[src/dgn_pkg.sv]
// Package: shared sizes, row type, action codes, status codes and register indices of the gain normalizer.
`timescale 1ns / 1ps
package dgn_pkg;
	localparam int TABLE_DEPTH = 4096;
	localparam int IDX_W = $clog2(TABLE_DEPTH);
	localparam int CNT_W = $clog2(TABLE_DEPTH + 1);
	localparam int TIME_W = 48;
	localparam int MASK_W = 5;
	localparam int SENS_W = 12;
	localparam int NUM_W = 15;
	localparam int DEN_W = 15;
	localparam int DIVD_W = 47;
	localparam int CFG_W = 48;

	localparam logic [1:0] ACT_APPEND = 2'd0;
	localparam logic [1:0] ACT_CORRECT = 2'd1;
	localparam logic [1:0] ACT_CLEAR = 2'd2;

	localparam logic [1:0] ST_SCALED = 2'd0;
	localparam logic [1:0] ST_NO_UNIT = 2'd1;
	localparam logic [1:0] ST_INVALID = 2'd2;
	localparam logic [1:0] ST_EMPTY = 2'd3;

	localparam logic [2:0] REG_NUM = 3'd0;
	localparam logic [2:0] REG_SENS0 = 3'd1;
	localparam logic [2:0] REG_SENS1 = 3'd2;
	localparam logic [2:0] REG_SENS2 = 3'd3;
	localparam logic [2:0] REG_SENS3 = 3'd4;
	localparam logic [2:0] REG_SENS4 = 3'd5;
	localparam logic [2:0] REG_WIDTH = 3'd6;
	localparam logic [2:0] REG_OFFSET = 3'd7;

	typedef struct packed {
		logic [MASK_W-1:0] mask;
		logic [TIME_W-1:0] stamp;
	} row_t;
endpackage

[src/dgn_div.sv]
// Restoring divider: one quotient bit per cycle.
`timescale 1ns / 1ps
module dgn_div (
	input  logic                      clk,
	input  logic                      arst_n,
	input  logic                      start,
	input  logic [dgn_pkg::DIVD_W-1:0] dividend,
	input  logic [dgn_pkg::DEN_W-1:0]  divisor,
	output logic                      busy,
	output logic                      done,
	output logic [dgn_pkg::DIVD_W-1:0] quotient
);
	import dgn_pkg::*;

	localparam int CW = $clog2(DIVD_W + 1);

	logic [DIVD_W-1:0] w_q;
	logic [DEN_W-1:0] rem_q;
	logic [DEN_W-1:0] d_q;
	logic [CW-1:0] cnt_q;
	logic done_q;
	logic [DEN_W:0] trial;
	logic ge;

	assign trial = {rem_q, w_q[DIVD_W-1]};
	assign ge = trial >= {1'b0, d_q};

	always_ff @(posedge clk or negedge arst_n) begin
		if (!arst_n) begin
			cnt_q <= '0;
			done_q <= 1'b0;
		end else begin
			done_q <= 1'b0;
			if (start) begin
				cnt_q <= CW'(DIVD_W);
			end else if (cnt_q != '0) begin
				cnt_q <= cnt_q - 1'b1;
				if (cnt_q == CW'(1)) begin
					done_q <= 1'b1;
				end
			end
		end
	end

	always_ff @(posedge clk) begin
		if (start) begin
			w_q <= dividend;
			rem_q <= '0;
			d_q <= divisor;
		end else if (cnt_q != '0) begin
			w_q <= {w_q[DIVD_W-2:0], ge};
			rem_q <= ge ? DEN_W'(trial - {1'b0, d_q}) : trial[DEN_W-1:0];
		end
	end

	assign busy = cnt_q != '0;
	assign done = done_q;
	assign quotient = w_q;
endmodule
[config.mk]
export PLATFORM = sky130hd
export DESIGN_NAME = dgn_div
export DESIGN_NICKNAME = d
export VERILOG_FILES = /design/src/dgn_pkg.sv /design/src/dgn_div.sv
export SDC_FILE = /design/constraint.sdc
export NUM_CORES = 1
export LEC_CHECK = 0
export BUFFER_PORTS_ARGS = -buffer_cell sky130_fd_sc_hd__buf_4
export CAP_MARGIN = 20
export CELL_PAD_IN_SITES_DETAIL_PLACEMENT = 1
export CELL_PAD_IN_SITES_GLOBAL_PLACEMENT = 1
export CORE_ASPECT_RATIO = 1.5
export CORE_MARGIN = 2
export CORE_UTILIZATION = 38
export CTS_CLUSTER_SIZE = 10
export DETAILED_ROUTE_END_ITERATION = 10
export PLACE_DENSITY = 0.72
export SYNTH_ARGS = -nofsm -noshare
export SYNTH_HDL_FRONTEND = slang
export SYNTH_SLANG_ARGS = --single-unit
[constraint.sdc]
create_clock -name clk -period 2.5 [get_ports clk]
set_input_delay 0.375 -clock clk [delete_from_list [all_inputs] [get_ports clk]]
set_output_delay 0.375 -clock clk [all_outputs]
set_load 0.01 [all_outputs]
==> results.md <==
- Status: finished clean
- Worst EP arrival: 2.70 ns
- Vias per cell: 5.27
- Via count: 3405
- ANT nets after route: 0
- CTS Buf Count: 9
- Post-synthesis sequential area ratio: 52.2%
- CP Launch Type: register
- PwrDens: 625 nW/um2
- Placed cell count: 625
- Port Buffer Count: 113
- Die area: 12700 um2
- FP Rows: 48
- Non-Filler Instances: 646
- CP Max Fanout: 8
- Highest clock rate: 411 MHz
- Skew final: 0.00948 ns
- Hold Path Class: in -> reg
- Slew Viols, Final: 0
- Drt first pass iters: 4
- Number of synthesized flops with an enable pin: 62
- Share of cells above drive strength 1: 44.6%
- Reg2Reg Depth: 9
- Post-route clock period utilization: 97.3%
- Post-synth ARST share: 8.33%
- WP data required: 2.76 ns
- R2R Setup Slk: 0.07 ns
- Post-Syn Area: 4470 um2
- Synth Flop Type: edfxtp_1
- RD Place Congestion: 0.857
- Final Hold Viols: 0
- Hold Crit Depth: 1
- Die Wd: 92.6 um
- Final net count: 574
- Avg WL per Cell: 17.9 um
- Yosys Warn Count: 0
- Final Core Density: 51.6%
- Unrepaired setup endpoints after global routing: yes
- # H-tree levels: 3
- Largest area contributor in the netlist: edfxtp_1
- CTS tree: built
- Wire length after detailed routing: 11600 um
- Residual DRC count: 0
- Final HPWL DP: 8290 um
- Net Count, Synth: 446
- Root Buffer: clkbuf_16
- Critical Path End Type: register
- Mean Syn Cell Area: 12.3 um2
- Slew @ Worst Pin: 0.609 ns
- Initial core utilization: 39.0%
- Vias in the first global route: 3748
- Synth top area share: 41.6%
- Area grow syn2layout: 32.3%
- Post-Synthesis Cells: 363
- TNS Setup: 0 ns
- Final min period: 2.43 ns
- Max_cap viols: 0
- Yosys reg bits: 84
- Reg-to-reg startpoint: quotient[46]
- Largest net degree at the start of global routing: 80
- Initial antenna violation count: 0
- Die Ht: 137 um
- Leakage Power: 2.53 nW
- IR drop worst, VDD: 408 uV
- Total track usage: 18.6%
- Max_slew headroom: 59.4%
- Final setup vio count: 0
- Clock slew at the register clock pins of the worst setup and hold paths: 0.07 ns
- Post-synth cell types: 63
- Antenna cells: 0
- First-pass GRT wire length: 18300 um
- Grt ovf: 0
- WS Path Type: reg -> reg
- Clk sinks: 84
- CTS max path bufs: 2
- Clk_lat worst skew: 0.34 ns
- Reg2reg end: rem_q[11]
- DR iter-0 viols: 92
- I/O Pins: 114
- Core area: 11500 um2
- Top post-synthesis cells by area: edfxtp_1, mux2_2, dfxtp_1
- Fill count: 1239
- Min-Delay Endpoint: d_q[3]
- Min-delay src: divisor[3]
-- timing repair --
action	CTS	global route
pin swaps	0	4
setup buffers	0	4
hold buffers	1	0
hold endpoints to repair	7	0
setup endpoints to repair	1	11
resized for setup	1	7
-- worst max-delay path by stage --
stage / from / to / slack [ns] / depth (start not counted)
floorplan: quotient[46] / rem_q[11] / 0.02 / 9
global placement: quotient[46] / rem_q[11] / 0.07 / 9
detailed placement: quotient[46] / rem_q[11] / -0.02 / 9
CTS: quotient[46] / rem_q[11] / 0.02 / 9
global route: quotient[46] / rem_q[11] / -0.01 / 9
finish: quotient[46] / rem_q[11] / 0.07 / 9
-- metrics by stage --
step | total power, mW | hold WS [ns] | instance area (um2) | setup slack (ns)
floorplan | 1.97 | 0.0794 | 4480 | 0.0162
global placement | 2.23 | 0.191 | 5500 | 0.0667
detailed placement | 2.24 | 0.197 | 5500 | -0.0183
CTS | 3.73 | 0.192 | 5830 | 0.0249
global route | 3.85 | 0.190 | 5920 | -0.0145
finish | 3.70 | 0.203 | 5920 | 0.0670
-- where the power goes --
group          switching, mW  total (mW)  internal [mW]
Sequential            0.0552        1.67           1.62
Combinational          0.246       0.555          0.309
Clock                  0.588        1.47          0.887
Total                  0.889        3.70           2.81
-- placed cells by master, fill, tap and decap left out, types with 6 or more instances in the layout --
master / n
nand3_1: 7
xnor2_1: 6
mux2_2: 47
dfxtp_1: 15
a211oi_1: 7
dfrtp_1: 7
o21ai_0: 13
a21oi_1: 15
edfxtp_1: 62
nor2_1: 18
ha_1: 15
buf_4: 131
nand2_1: 27
clkbuf_16: 9
inv_1: 22
a21o_1: 6
-- sequential cells by signal, summed over array words and instances, names as in the netlist --
register  flops
d_q          15
rem_q        15
quotient     47
done          1
cnt_q         6
-- critical path, cell delays in order, from the launching register on --
cell and delay, ns:
edfxtp_1 0.35, inv_1 0.05, ha_2 0.19, fa_2 0.37, nand2b_4 0.15, a21o_1 0.18
a31o_4 0.25, a21o_4 0.26, or3_4 0.39, a211oi_2 0.16
-- layer usage --
metal  vias up  share of wire [%]  global-route usage [%]
met3        20                6.7                    6.66
li1       1610                  -                       -
met2       100                 54                    34.8
met4         0                2.4                    7.96
met5         -                  0                       0
met1      1675                 37                    18.4
-- synth_stat cells (all sizes together), types with 2 or more instances --
library cell / instances
edfxtp: 62
mux2: 47
nand2: 28
inv: 22
nor2: 18
a21oi: 17
ha: 17
dfxtp: 15
o21ai: 14
clkbuf: 12
a211oi: 8
a21o: 7
and3: 7
dfrtp: 7
nand3: 7
buf: 6
xnor2: 6
a31oi: 5
nor2b: 5
xor2: 5
nor3: 4
nor4: 4
a311oi: 3
a31o: 3
and4: 3
nand2b: 3
a211o: 2
a22oi: 2
a2bb2oi: 2
mux2i: 2
nor3b: 2
o211ai: 2
-- final cells by class --
| type | instances | area (um2) | area share, % |
|---|---|---|---|
| tap | 150 | 188 | 3.17 |
| inverter | 22 | 82.6 | 1.40 |
| clock buffer | 10 | 229 | 3.87 |
| clock inverter | 6 | 95.1 | 1.61 |
| sequential | 84 | 2340 | 39.5 |
| timing repair buffer | 135 | 1040 | 17.7 |
| multi-input combinational | 239 | 1940 | 32.8 |
-- cell families after synthesis --
| family | after synthesis | share of synthesized area [%] |
|---|---|---|
| flip-flops | 84 | 52.2 |
| XOR/XNOR | 11 | 2.15 |
| adder cells (fa/ha/maj) | 18 | 5.20 |
| buffers and inverters | 40 | 5.31 |
| AO/OA/AOI/OAI | 74 | 12.3 |
| AND/OR/NAND/NOR | 87 | 10.5 |
| multiplexers | 49 | 12.3 |
No activity file was read; power rests on OpenSTA's default activity.
